`config.mk`:
```
export PLATFORM = sky130hd
export DESIGN_NAME = pbp_index
export DESIGN_NICKNAME = d
export VERILOG_FILES = /design/src/design/pbp_pkg.sv /design/src/design/pbp_index.sv
export SDC_FILE = /design/constraint.sdc
export NUM_CORES = 1
export LEC_CHECK = 0
export ABC_CLOCK_PERIOD_IN_PS = 900
export BUFFER_PORTS_ARGS = -buffer_cell sky130_fd_sc_hd__buf_2
export CAP_MARGIN = 20
export CELL_PAD_IN_SITES_DETAIL_PLACEMENT = 1
export CELL_PAD_IN_SITES_GLOBAL_PLACEMENT = 2
export CORE_ASPECT_RATIO = 0.7
export CORE_MARGIN = 10
export CORE_UTILIZATION = 10
export CTS_CLUSTER_SIZE = 40
export DETAILED_ROUTE_END_ITERATION = 12
export PLACE_DENSITY = 0.95
export SETUP_SLACK_MARGIN = 0.02
export SLEW_MARGIN = 10
export SYNTH_ARGS = -nofsm -noshare
export SYNTH_HDL_FRONTEND = slang
export SYNTH_SLANG_ARGS = --single-unit
```
`constraint.sdc`:
```
create_clock -name clock -period 0.9 [get_ports clock]
set_input_delay 0.045 -clock clock [delete_from_list [all_inputs] [get_ports clock]]
set_output_delay 0.045 -clock clock [all_outputs]
set_load 0.02 [all_outputs]
```
`src/design/pbp_pkg.sv`:
```
`default_nettype none
// ----------------------------------------------------------------------------
// pbp_pkg
// Shared types and constants of the perceptron branch predictor: operation
// codes, field widths, weight limits and the weight memory control bundle.
// ----------------------------------------------------------------------------
package pbp_pkg;

   // Request and response field widths.
   localparam int OP_W     = 3;
   localparam int THREAD_W = 2;
   localparam int PC_W     = 64;
   localparam int SNAP_W   = 16;
   localparam int OUT_W    = 12;

   // Operation codes.
   localparam logic [OP_W-1:0] OP_LOOKUP   = 3'd0;
   localparam logic [OP_W-1:0] OP_UNCOND   = 3'd1;
   localparam logic [OP_W-1:0] OP_BTB_MISS = 3'd2;
   localparam logic [OP_W-1:0] OP_RESTORE  = 3'd3;
   localparam logic [OP_W-1:0] OP_RESOLVE  = 3'd4;

   // Weights are signed 7-bit values that saturate.
   localparam int W_W = 7;
   localparam logic signed [W_W-1:0] W_MAX = 7'h3f;
   localparam logic signed [W_W-1:0] W_MIN = 7'h40;

   // The accumulator covers 64 weights of magnitude 64 at most.
   localparam int SUM_W = 14;
   localparam logic signed [OUT_W-1:0] OUT_MAX = 12'h7ff;
   localparam logic signed [OUT_W-1:0] OUT_MIN = 12'h800;

   // Weights added per accumulation cycle.
   localparam int LANES = 8;

   // Control bundle from the sequencer to the weight memory.
   typedef struct packed {
      logic rd_en;
      logic wr_en;
      logic taken;
   } wctl_type;

endpackage
`default_nettype wire

```
`src/design/pbp_index.sv`:
```
`default_nettype none
// ----------------------------------------------------------------------------
// pbp_index
// Reduces the 64-bit row key modulo the table size. A power-of-two table
// takes the low bits into a register; any other size is reduced one byte
// a cycle, most significant byte first, over the eight key bytes, with a
// reciprocal multiplication and one correcting subtraction per byte.
// ----------------------------------------------------------------------------
module pbp_index #(
   parameter int TABLE_ENTRIES = 256,
   parameter int IDX_W         = 8
) (
   input  wire logic                     clock,
   input  wire logic                     reset,
   input  wire logic                     start,
   input  wire logic [pbp_pkg::PC_W-1:0] key,
   output logic                          done,
   output logic [IDX_W-1:0]              index
);
   import pbp_pkg::*;

   localparam bit IS_POW2 = (TABLE_ENTRIES & (TABLE_ENTRIES - 1)) == 0;

   if (IS_POW2) begin : g_mask
      logic             done_ff;
      logic [IDX_W-1:0] index_ff;

      // The index is simply the low key bits.
      always_ff @(posedge clock) begin
         if (reset) begin
            done_ff <= 1'b0;
         end else begin
            done_ff <= start;
         end
      end

      always_ff @(posedge clock) begin
         if (start) begin
            index_ff <= key[IDX_W-1:0];
         end
      end

      assign done  = done_ff;
      assign index = index_ff;
   end else begin : g_reduce
      localparam int DIGIT_W = 8;
      localparam int DIGITS  = PC_W / DIGIT_W;
      localparam int CNT_W   = $clog2(DIGITS);
      localparam int T_W     = IDX_W + DIGIT_W;
      localparam int RCP_W   = DIGIT_W + 1;
      localparam int PROD_W  = T_W + RCP_W;
      localparam longint RCP_VAL = (longint'(1) << T_W) / longint'(TABLE_ENTRIES);
      localparam logic [RCP_W-1:0] RECIP   = RCP_W'(RCP_VAL);
      localparam logic [T_W-1:0]   MODULUS = T_W'(TABLE_ENTRIES);

      logic             busy_ff, busy_in;
      logic             done_ff, done_in;
      logic [CNT_W-1:0] cnt_ff, cnt_in;
      logic [PC_W-1:0]  key_ff, key_in;
      logic [IDX_W-1:0] rem_ff, rem_in, rem_step;
      logic [T_W-1:0]    t_val, q_m, diff;
      logic [PROD_W-1:0] prod;
      logic [RCP_W-1:0]  q_est;

      // Fold one byte into the remainder. The reciprocal estimate of the
      // quotient is low by at most one, so one compare and subtract ends it.
      always_comb begin : digit_step
         t_val    = {rem_ff, key_ff[PC_W-1 -: DIGIT_W]};
         prod     = PROD_W'(t_val) * PROD_W'(RECIP);
         q_est    = prod[PROD_W-1 -: RCP_W];
         q_m      = T_W'(q_est) * MODULUS;
         diff     = t_val - q_m;
         if (diff >= MODULUS) begin
            diff = diff - MODULUS;
         end
         rem_step = diff[IDX_W-1:0];
      end

      // Sequencing of the eight byte steps.
      always_comb begin
         busy_in = busy_ff;
         done_in = 1'b0;
         cnt_in  = cnt_ff;
         key_in  = key_ff;
         rem_in  = rem_ff;
         if (start) begin
            busy_in = 1'b1;
            cnt_in  = '0;
            key_in  = key;
            rem_in  = '0;
         end else if (busy_ff) begin
            key_in = key_ff << DIGIT_W;
            rem_in = rem_step;
            cnt_in = cnt_ff + 1'b1;
            if (cnt_ff == CNT_W'(DIGITS - 1)) begin
               busy_in = 1'b0;
               done_in = 1'b1;
            end
         end
      end

      always_ff @(posedge clock) begin
         if (reset) begin
            busy_ff <= 1'b0;
            done_ff <= 1'b0;
            cnt_ff  <= '0;
         end else begin
            busy_ff <= busy_in;
            done_ff <= done_in;
            cnt_ff  <= cnt_in;
         end
      end

      always_ff @(posedge clock) begin
         key_ff <= key_in;
         rem_ff <= rem_in;
      end

      assign done  = done_ff;
      assign index = rem_ff;
   end

endmodule
`default_nettype wire

```
# After elaboration in Yosys (flattened, before gate mapping)

Cells that the tools add are included.

Register bits: 9
Input port bits: 67
Output and inout port bits: 9
Word-level logic and storage cells: 2

# Longest topological paths before layout

Word-level depth: 0
Depth in mapped cells: 1
Mapped depth without buffers: 1

# Worst setup path before layout

Ideal clock, no wire load.

Path kind: flip-flop to output port
Start: reg g_mask.index_ff[0] (netlist: index[0])
End: out index[0]
Arrival time: 449 ps
Data required time: 855 ps
Slack: 406 ps
Stages on the path, launching flop included: 1
Path buffers: 0
Cells stage by stage: edfxtp_1

RTL lines:

| item                   | RTL line        | text |
|---|---|---|
| start, declared        | pbp_index.sv:26 | `logic [IDX_W-1:0] index_ff;` |
| start signal, assigned | pbp_index.sv:39 | `index_ff <= key[IDX_W-1:0];` |
| end, declared          | pbp_index.sv:18 | `output logic [IDX_W-1:0] index` |

No word-level cell between the ends.

# Worst setup path after layout

Start: reg g_mask.index_ff[2] (netlist: index[2])
End: out index[2]

No word-level cell between the ends.

==> flow_summary.json <==
{
  "cts.path.max_buffers": 2,
  "clk_pin_slew_ns": 0.04,
  "grt_pass1_vias": 253,
  "cap_violations": 0,
  "layout_common_cells": "19 x buf_2, 9 x dlygate4sd3_1, 8 x edfxtp_1, 3 x clkbuf_8",
  "endpoint_kind": "primary output",
  "hold_violations": 0,
  "portBuffers": 19,
  "track_usage": 0.0337,
  "timing.hold.ws_ns": 0.169,
  "fin_area_um2": 547,
  "cp_cell_sequence": "buf_2",
  "yosysWarnings": 0,
  "cts_root_buffer": "clkbuf_8",
  "post_drt_via_cell_ratio": 2.83,
  "grt-ovfl-total": 0,
  "ys_ff_latch": 9,
  "final_nets": 110,
  "syn-num-nets": 77,
  "cp_max_fo": 1,
  "critical_path_class": "flop to primary output",
  "ios": 76,
  "cts_tree": "yes",
  "syn_to_final_growth_pct": 99.5,
  "dpl_worst_slack_ns": 0.327,
  "worstMarginPinSlew_ns": 0.194,
  "num_vias": 215,
  "first_pass_iters": 2,
  "place_area_um2": 412,
  "max_stage_delay_ns": 0.35,
  "worstPathArrival_ns": 0.75,
  "yosysSeqAreaShare": 0.950,
  "fillers": 290,
  "drive_gt1_frac": 0.548,
  "initial_utilization": 0.108,
  "die_y_um": 63.8,
  "die_width_um": 82.6,
  "final.setup.tns_ns": 0,
  "num_antenna_cells": 0,
  "fmax_mhz": 1260,
  "holdPathStages": 2,
  "drtIter0Drc": 4,
  "cts.sinks": 9,
  "setup_viol": 0,
  "gp_congestion": 0.562,
  "hp-start": "start",
  "min_period_over_period": 0.885,
  "grt_max_degree": 10,
  "peakVddDrop_mv": 0.341,
  "critPathLaunchType": "flop",
  "cpMaxStageDelayCell": "edfxtp_1",
  "grt_setup_unrepaired": "false",
  "cts_resized": 0,
  "routed_wirelength_um": 820,
  "power_density_mw_per_mm2": 1980,
  "worst_ep_required_time_ns": 0.85,
  "grt_pass1_wl_mm": 1.17,
  "leakage_uw": 0.000230,
  "die-area_mm2": 0.00527,
  "outcome": "completed",
  "final_common_cell": "buf_2",
  "drc_errors": 0,
  "synth_area_um2": 274,
  "antenna_found_initial": 0,
  "cts_inserted_buffers": 3,
  "slew_viol_final": 0,
  "cp_top_family": "flip-flops",
  "post_cts_buffers": 0,
  "synthDistinctLibCells": 3,
  "htree_levels": 1,
  "antenna_left": 0,
  "worst_slack_ns": 0.103,
  "syn_inst": 10,
  "path_depth": 1,
  "wl_per_cell_um": 10.8,
  "critPathBufInv": 1,
  "coreArea_mm2": 0.00253,
  "period_minus_slack_ns": 0.797,
  "cp-startpoint": "index[2]$_DFFE_PP_",
  "rows": 15,
  "maxSlewHeadroom": 0.871,
  "avgSynthCellArea_um2": 27.4,
  "hold_class": "input port to flop"
}
## synthesized netlist by cell type (all sizes together)
cell type | n | area (µm²)
dfxtp | 1 | 20.0
edfxtp | 8 | 240
nor2b | 1 | 13.8
## metal layers
metal	vias up	part of all wire	track usage
met2	8	0.60	0.0581
met1	103	0.35	0.0246
li1	102	-	-
met3	2	0.016	0.00838
met5	-	0	0
met4	0	0.033	0.0500
## cells by family (layout without fill, tap and decap cells)
group,count (synthesis),in the layout,synth area share
and+or+nand+nor,1,1,0.0502
buffers and inverters,0,32,0
DFF,9,9,0.950
## cell type report
| cell class | instances | area, µm² | area share |
|---|---|---|---|
| repair buffers | 28 | 185 | 0.339 |
| clock buffers | 4 | 45.0 | 0.0824 |
| flip-flops and latches | 9 | 260 | 0.476 |
| well taps | 34 | 42.5 | 0.0778 |
| multi-input cells | 1 | 13.8 | 0.0252 |
## through the flow
step           total power (µW)  utilization  cells
6_report                   1080        0.216     76
5_1_grt                    1140        0.216     76
4_1_cts                    1110        0.216     76
3_5_place_dp                613        0.162     63
3_3_place_gp                611        0.162     63
2_1_floorplan               553            -     10
## power by group
| part | internal (µW) | switching, µW |
|---|---|---|
| clock | 307 | 143 |
| sequential | 491 | 5.90 |
| combinational | 64.1 | 71.8 |
## sequential cells by signal (all words and copies together) (netlist names)
name / count
done: 1
index: 8
## worst paths after layout
kind,to
worst min-delay path,done$_SDFF_PP0_
worst max-delay path,index[2]
## timing repair
item | in CTS | in global routing
hold buffers | 9 | 0
endpoints found under the hold margin | 9 | 0
setup endpoints to repair | 0 | 0
Power figures use the tool's default switching activity.
