--- config.mk ---
export PLATFORM = sky130hd
export DESIGN_NAME = pbp_sum
export DESIGN_NICKNAME = d
export VERILOG_FILES = /design/src/design/pbp_pkg.sv /design/src/design/pbp_sum.sv
export SDC_FILE = /design/constraint.sdc
export NUM_CORES = 1
export LEC_CHECK = 0
export BUFFER_PORTS_ARGS = -buffer_cell sky130_fd_sc_hd__buf_2
export CORE_MARGIN = 3
export CORE_UTILIZATION = 51
export CTS_BUF_LIST = sky130_fd_sc_hd__clkbuf_4 sky130_fd_sc_hd__clkbuf_8
export DETAILED_ROUTE_END_ITERATION = 6
export GPL_TIMING_DRIVEN = 0
export PLACE_DENSITY_LB_ADDON = 0.08
export SLEW_MARGIN = 20
export SYNTH_ARGS = -nofsm -noshare
export SYNTH_HDL_FRONTEND = slang
export SYNTH_SLANG_ARGS = --single-unit
--- constraint.sdc ---
create_clock -name clock -period 5.9 [get_ports clock]
set_input_delay 1.18 -clock clock [delete_from_list [all_inputs] [get_ports clock]]
set_output_delay 1.18 -clock clock [all_outputs]
set_load 0.05 [all_outputs]
--- src/design/pbp_pkg.sv ---
`default_nettype none
// ----------------------------------------------------------------------------
// pbp_pkg
// Shared types and constants of the perceptron branch predictor: operation
// codes, field widths, weight limits and the weight memory control bundle.
// ----------------------------------------------------------------------------
package pbp_pkg;

   // Request and response field widths.
   localparam int OP_W     = 3;
   localparam int THREAD_W = 2;
   localparam int PC_W     = 64;
   localparam int SNAP_W   = 16;
   localparam int OUT_W    = 12;

   // Operation codes.
   localparam logic [OP_W-1:0] OP_LOOKUP   = 3'd0;
   localparam logic [OP_W-1:0] OP_UNCOND   = 3'd1;
   localparam logic [OP_W-1:0] OP_BTB_MISS = 3'd2;
   localparam logic [OP_W-1:0] OP_RESTORE  = 3'd3;
   localparam logic [OP_W-1:0] OP_RESOLVE  = 3'd4;

   // Weights are signed 7-bit values that saturate.
   localparam int W_W = 7;
   localparam logic signed [W_W-1:0] W_MAX = 7'h3f;
   localparam logic signed [W_W-1:0] W_MIN = 7'h40;

   // The accumulator covers 64 weights of magnitude 64 at most.
   localparam int SUM_W = 14;
   localparam logic signed [OUT_W-1:0] OUT_MAX = 12'h7ff;
   localparam logic signed [OUT_W-1:0] OUT_MIN = 12'h800;

   // Weights added per accumulation cycle.
   localparam int LANES = 8;

   // Control bundle from the sequencer to the weight memory.
   typedef struct packed {
      logic rd_en;
      logic wr_en;
      logic taken;
   } wctl_type;

endpackage
`default_nettype wire

--- src/design/pbp_sum.sv ---
`default_nettype none
// ----------------------------------------------------------------------------
// pbp_sum
// Perceptron dot product. Each weight is signed by its history bit, the
// last weight is the bias, and eight terms are accumulated per cycle. The
// result saturates to the 12-bit output range.
// ----------------------------------------------------------------------------
module pbp_sum #(
   parameter int HISTORY_BITS = 16
) (
   input  wire logic                                    clock,
   input  wire logic                                    reset,
   input  wire logic                                    start,
   input  wire logic [HISTORY_BITS*pbp_pkg::W_W-1:0]    row,
   input  wire logic [HISTORY_BITS-1:0]                 hist,
   output logic                                         done,
   output logic signed [pbp_pkg::OUT_W-1:0]             sum
);
   import pbp_pkg::*;

   localparam int CHUNKS = (HISTORY_BITS + LANES - 1) / LANES;
   localparam int CNT_W  = (CHUNKS > 1) ? $clog2(CHUNKS) : 1;
   localparam int TERM_W = W_W + 1;

   logic signed [TERM_W-1:0] terms [CHUNKS][LANES];
   logic signed [SUM_W-1:0]  acc_ff, acc_in, chunk_sum;
   logic                     busy_ff, busy_in;
   logic                     done_ff, done_in;
   logic [CNT_W-1:0]         cnt_ff, cnt_in;

   // Signed terms; lanes past the last weight contribute nothing.
   for (genvar gc = 0; gc < CHUNKS; gc++) begin : g_chunk
      for (genvar gl = 0; gl < LANES; gl++) begin : g_lane
         localparam int K = gc * LANES + gl;
         if (K < HISTORY_BITS) begin : g_live
            logic signed [TERM_W-1:0] w_ext;
            assign w_ext = {row[K*W_W + W_W - 1], row[K*W_W +: W_W]};
            if (K == HISTORY_BITS - 1) begin : g_bias
               assign terms[gc][gl] = w_ext;
            end else begin : g_pair
               assign terms[gc][gl] = hist[K] ? w_ext : -w_ext;
            end
         end else begin : g_pad
            assign terms[gc][gl] = '0;
         end
      end
   end

   // Sum of the current chunk.
   always_comb begin
      chunk_sum = '0;
      for (int j = 0; j < LANES; j++) begin
         chunk_sum = chunk_sum + SUM_W'(terms[cnt_ff][j]);
      end
   end

   // Accumulation over the chunks.
   always_comb begin
      busy_in = busy_ff;
      done_in = 1'b0;
      cnt_in  = cnt_ff;
      acc_in  = acc_ff;
      if (start) begin
         busy_in = 1'b1;
         cnt_in  = '0;
         acc_in  = '0;
      end else if (busy_ff) begin
         acc_in = acc_ff + chunk_sum;
         cnt_in = cnt_ff + 1'b1;
         if (cnt_ff == CNT_W'(CHUNKS - 1)) begin
            busy_in = 1'b0;
            done_in = 1'b1;
         end
      end
   end

   always_ff @(posedge clock) begin
      if (reset) begin
         busy_ff <= 1'b0;
         done_ff <= 1'b0;
         cnt_ff  <= '0;
      end else begin
         busy_ff <= busy_in;
         done_ff <= done_in;
         cnt_ff  <= cnt_in;
      end
   end

   always_ff @(posedge clock) begin
      acc_ff <= acc_in;
   end

   // Saturate to the output range.
   always_comb begin
      if (acc_ff > SUM_W'(OUT_MAX)) begin
         sum = OUT_MAX;
      end else if (acc_ff < SUM_W'(OUT_MIN)) begin
         sum = OUT_MIN;
      end else begin
         sum = acc_ff[OUT_W-1:0];
      end
   end

   assign done = done_ff;

endmodule
`default_nettype wire

---- Word-level counts from Yosys, hierarchy flattened ----
Cells that the tools add are included.
word-level totals
  bits in registers ....................... 17
  bits in latches ......................... 0
  bits in writable memories ............... 0
  memory bits (read-only) ................. 0
  output and inout bits ................... 13
  memories ................................ 0
cells by class
  add/sub/neg operators ................... 24
  multiply operators ...................... 0
  div/mod/pow operators ................... 0
  order comparisons ....................... 3
  eq/ne operators ......................... 0
  shift operators ......................... 0
  mux-type cells .......................... 24
  bitwise logic cells ..................... 2
  reduce and logical (&&, ||, !) cells .... 2
operators by type and width
  kind                                                                             count
  64-bit two-way mux                                                               3
  8-bit two-way mux                                                                15
  7-bit negator with 8-bit output                                                  15
  12-bit two-way mux                                                               2
  13-bit by 8-bit adder with 14-bit output                                         1
  14-bit adder                                                                     1
  14-bit by 8-bit adder with 14-bit output                                         1
  14-bit by 12-bit > comparator with 1-bit output (second input constant)          1
  14-bit by 12-bit less-than comparator with 1-bit output (second input constant)  1
  12-bit by 8-bit adder with 13-bit output                                         1
  11-bit by 8-bit adder with 12-bit output                                         1
  10-bit by 8-bit adder with 11-bit output                                         1
  9-bit by 8-bit adder with 10-bit output                                          1
  8-bit by 8-bit adder with 9-bit output                                           1
  1-bit two-way mux                                                                4
  3-bit OR reduction                                                               1
  2-bit >= comparator (second input constant)                                      1
  1-bit inverter with 2-bit output                                                 1
  2-bit OR reduction                                                               1
  1-bit adder (second input constant)                                              1
  1-bit inverter                                                                   1

---- Depth between registers and ports, before layout ----
  depth after elaboration ................. 13
  mapped depth ............................ 22

---- Least setup slack after synthesis ----
OpenSTA, ideal clock, no wires.
  path type ............................... input port to flip-flop
  start ................................... input row[91] in the netlist's numbering
  end ..................................... register acc_ff[10]
  library setup time ...................... 95 ps
  arrival time ............................ 5518 ps
  slack ................................... 287 ps
  stages on the path ...................... 21
  path buffers ............................ 0
  cells stage by stage .................... inv_1 > ha_1 > or3_1 > nand3_1 > o21ai_0 > fa_1 > inv_1 > fa_1 > fa_1 > inv_1 > fa_1 > inv_1 > ha_1 > inv_1 > fa_1 > nor2b_1 > o21ai_1 > a21boi_1 > o21ai_1 > a211o_1 > o311ai_1
on the way
  cells in the longest elaborated chain, start to end .. 9
RTL lines
  what                                          RTL line       text
  start, declared                               pbp_sum.sv:14  input wire logic [HISTORY_BITS*pbp_pkg::W_W-1:0] row,
  7-bit negator with 8-bit output               pbp_sum.sv:41  assign terms[gc][gl] = hist[K] ? w_ext : -w_ext;
  8-bit two-way mux (*)                         pbp_sum.sv:41
  64-bit two-way mux (*) (3 in series)          --
  12-bit by 8-bit adder with 13-bit output (*)  pbp_sum.sv:53  chunk_sum = chunk_sum + SUM_W'(terms[cnt_ff][j]);
  13-bit by 8-bit adder with 14-bit output (*)  pbp_sum.sv:53
  14-bit by 8-bit adder with 14-bit output (*)  pbp_sum.sv:53
  14-bit adder (*)                              pbp_sum.sv:68  acc_in = acc_ff + chunk_sum;
  end signal, assigned                          pbp_sum.sv:90  acc_ff <= acc_in;
  end, declared                                 pbp_sum.sv:26  logic signed [SUM_W-1:0] acc_ff, acc_in, chunk_sum;
Every way passes the cells marked *; elsewhere a longest branch is shown, timed or not. The select of a mux whose other input is x is not followed.
A chain may end at the register's enable or synchronous reset.

---- Final worst setup path ----
  start ................................... input row[84] in the netlist's numbering
  end ..................................... register acc_ff[10]
on the way
  cells in the longest elaborated chain, start to end .. 10
RTL lines
  what                                          RTL line
  7-bit negator with 8-bit output               pbp_sum.sv:41
  8-bit two-way mux (*)                         pbp_sum.sv:41
  64-bit two-way mux (*) (3 in series)          --
  11-bit by 8-bit adder with 12-bit output (*)  pbp_sum.sv:53
  12-bit by 8-bit adder with 13-bit output (*)  pbp_sum.sv:53
  13-bit by 8-bit adder with 14-bit output (*)  pbp_sum.sv:53
  14-bit by 8-bit adder with 14-bit output (*)  pbp_sum.sv:53
  14-bit adder (*)                              pbp_sum.sv:68
Marks and branches as above.

==> results.sh <==
export IMPL_status="finished, final reports clean"
export IMPL_synth_edf_count=0
export IMPL_avgSynthCellArea_sq_um=7.62
export IMPL_place_port_buffers=128
export IMPL_min_path_cells=2
export IMPL_syn_num_nets=1003
export IMPL_final_core_util_pct=63.8
export IMPL_wl_um=17400
export IMPL_slew_limit_headroom_pct=45.4
export IMPL_worstSetupStartpoint="row[84]"
export IMPL_yosysUniqueCellTypes=48
export IMPL_fin_crit_ns=5.75
export IMPL_syn_inst=770
export IMPL_vias=5892
export IMPL_die_height_um=113
export IMPL_die_x_um=113
export IMPL_most_common_layout_cells="buf_2 (128), inv_1 (126), nor2_1 (88)"
export IMPL_worst_pin_slew_ns=0.818
export IMPL_finalNetCount=1141
export IMPL_ant_nets=0
export IMPL_clkTransAtPathRegs_ns=0.06
export IMPL_finalSetupViolations=0
export IMPL_hold_class="register to register"
export IMPL_layout_commonest_cell="buf_2"
export IMPL_holdPathEnd="acc_ff[9]$_SDFFE_PP0P_"
export IMPL_crit_path_end_kind="register"
export IMPL_yosysWarnings=0
export IMPL_area_delta_synth_final_pct=19.9
export IMPL_drv_slew=0
export IMPL_wl_per_cell_um=16.6
export IMPL_min_period_over_period_pct=97.5
export IMPL_fmax_mhz=174
export IMPL_cts_buffers=3
export IMPL_cts_tree="yes"
export IMPL_required_ns=6.05
export IMPL_drc=0
export IMPL_grt_pass1_wl_um=27600
export IMPL_grtUsageTotal_pct=26.2
export IMPL_clock_path_buffers=2
export IMPL_antenna_found_initial=0
export IMPL_final_cells=1047
export IMPL_synthFlopType="dfxtp_1"
export IMPL_n_antenna_cell=0
export IMPL_final_hold_violation_count=0
export IMPL_dr_pass1_iters=7
export IMPL_placedInstanceArea_sq_mm=0.00668
export IMPL_grt_pass1_vias=5892
export IMPL_crit_arrival_ns=5.90
export IMPL_initial_utilization_pct=53.2
export IMPL_synth_top_area_share_pct=24.9
export IMPL_async_reset_ff_share_pct=0
export IMPL_fillers=994
export IMPL_synth_area_leaders="fa_1 (25%), inv_1 (8.2%), xnor2_1 (6.4%), ha_1 (6.2%), dfxtp_1 (5.8%)"
export IMPL_root_buffer="clkbuf_8"
export IMPL_rr_endpoint="acc_ff[10]$_SDFFE_PP0P_"
export IMPL_cts_sinks=17
export IMPL_r2r_slack_ns=0.30
export IMPL_worstReg2RegStart="cnt_ff$_SDFFE_PP0P_"
export IMPL_worst_setup_path_start_kind="primary input"
export IMPL_core_sq_mm=0.0110
export IMPL_rows=38
export IMPL_ys_seq_area_share_pct=5.80
export IMPL_synth_area_leader_cell="fa_1"
export IMPL_placed_cells=1038
export IMPL_grt_max_degree=20
export IMPL_io_pins=144
export IMPL_die_area_sq_mm=0.0128
export IMPL_postCtsHoldBufs=0
export IMPL_maxCapViolations=0
export IMPL_finalInstanceArea_sq_mm=0.00703
export IMPL_detail_route_iter0_violations=490
export IMPL_path_class="primary input to register"
export IMPL_syn_area_sq_mm=0.00587
export IMPL_vias_per_cell=5.63
export IMPL_crit_fanout=4
export IMPL_place_gp_congestion=0.915
export IMPL_hold_start="acc_ff[9]$_SDFFE_PP0P_"
export IMPL_h_tree_depth=1
export IMPL_grt_overflow=0
export IMPL_hpwl_um=14400
export IMPL_clock_skew_ns=0.00317
export IMPL_rr_worst_depth=21
export IMPL_insertion_delay_ns=0.25
export IMPL_drive_gt1_share_pct=22.7
export IMPL_tns_ns=0
export IMPL_ys_ff_latch=17
[flip-flops by register name (all words and copies together) (netlist names)]
name	count
done	1
cnt_ff	1
acc_ff	14
busy_ff	1
[cell usage after synthesis (all sizes together), types with 7 or more instances]
master and instances:
xor2 31, inv 130, clkbuf 28, mux2i 21, dfxtp 17, fa 73
a211oi 16, xnor2 43, nand2 18, a31oi 17, mux2 7, or3 20
nor3 38, ha 29, nand3 18, a21oi 57, o21ai 47, nor2 89
a21o 9
[routing by layer]
metal | track usage (%) | up-vias | wire length [um]
met1 | 35.6 | 2788 | 7290
met2 | 47.5 | 242 | 8650
met3 | 1.76 | 16 | 1300
met5 | 0 | - | 0
met4 | 2.24 | 0 | 117
li1 | - | 2846 | -
[worst max-delay path, cell delays in order]
cell	delay, ns
buf_2	0.13
inv_1	0.05
ha_1	0.23
or3_1	0.32
nand3_1	0.12
o21ai_2	0.09
fa_1	0.53
inv_1	0.05
fa_1	0.47
fa_1	0.55
inv_1	0.06
fa_1	0.47
inv_1	0.07
ha_2	0.19
inv_1	0.06
fa_2	0.36
nor2b_2	0.14
o21ai_2	0.07
a21boi_2	0.19
buf_4	0.16
o21ai_4	0.06
a211o_1	0.26
o311ai_1	0.07
[per-stage QoR]
step           hold slack [ns]  worst slack [ns]
4_1_cts                  0.510            0.0490
2_1_floorplan            0.460             0.287
3_3_place_gp             0.481            -0.259
3_5_place_dp             0.494            -0.320
6_report                 0.503             0.147
5_1_grt                  0.561           -0.0687
[worst max path at each step]
stage / endpoint / slack [ns] / cells after the start
finish: acc_ff[10]$_SDFFE_PP0P_ / 0.15 / 23
global route: acc_ff[13]$_SDFFE_PP0P_ / -0.07 / 19
CTS: acc_ff[10]$_SDFFE_PP0P_ / 0.05 / 22
detailed placement: acc_ff[12]$_SDFFE_PP0P_ / -0.32 / 19
global placement: acc_ff[12]$_SDFFE_PP0P_ / -0.26 / 19
floorplan: acc_ff[10]$_SDFFE_PP0P_ / 0.29 / 21
[logic make-up (layout without fill, tap and decap cells)]
group | after synthesis | after routing | synth area share (%)
simple gates | 201 | 201 | 16.1
buf+inv | 164 | 301 | 11.4
compound gates | 183 | 183 | 19.3
xor+xnor | 75 | 75 | 11.4
flops | 17 | 17 | 5.80
fa+ha+maj | 102 | 102 | 31.1
mux | 28 | 28 | 4.93
[cell type report]
| cell class | count | area [sq um] | share of cell area [%] |
|---|---|---|---|
| tap | 140 | 175 | 2.49 |
| sequential | 17 | 340 | 4.84 |
| buffer | 33 | 178 | 2.53 |
| timing repair buffer | 134 | 698 | 9.93 |
| inverter | 130 | 490 | 6.97 |
| multi-input combinational | 589 | 5100 | 72.6 |
| clock inverter | 1 | 5.00 | 0.0712 |
| clock buffer | 3 | 41.3 | 0.587 |
[what timing repair did]
| action | CTS | global route |
|---|---|---|
| cloned | 0 | 0 |
| buffers inserted | 0 | 6 |
| gates resized for setup | 2 | 58 |
| hold endpoints to repair | 0 | 0 |
| setup endpoints to repair | 4 | 7 |
| pin swaps | 0 | 21 |
Power is not shown: default switching activity piles up to over one toggle a cycle in this logic, so the estimate is an artifact.
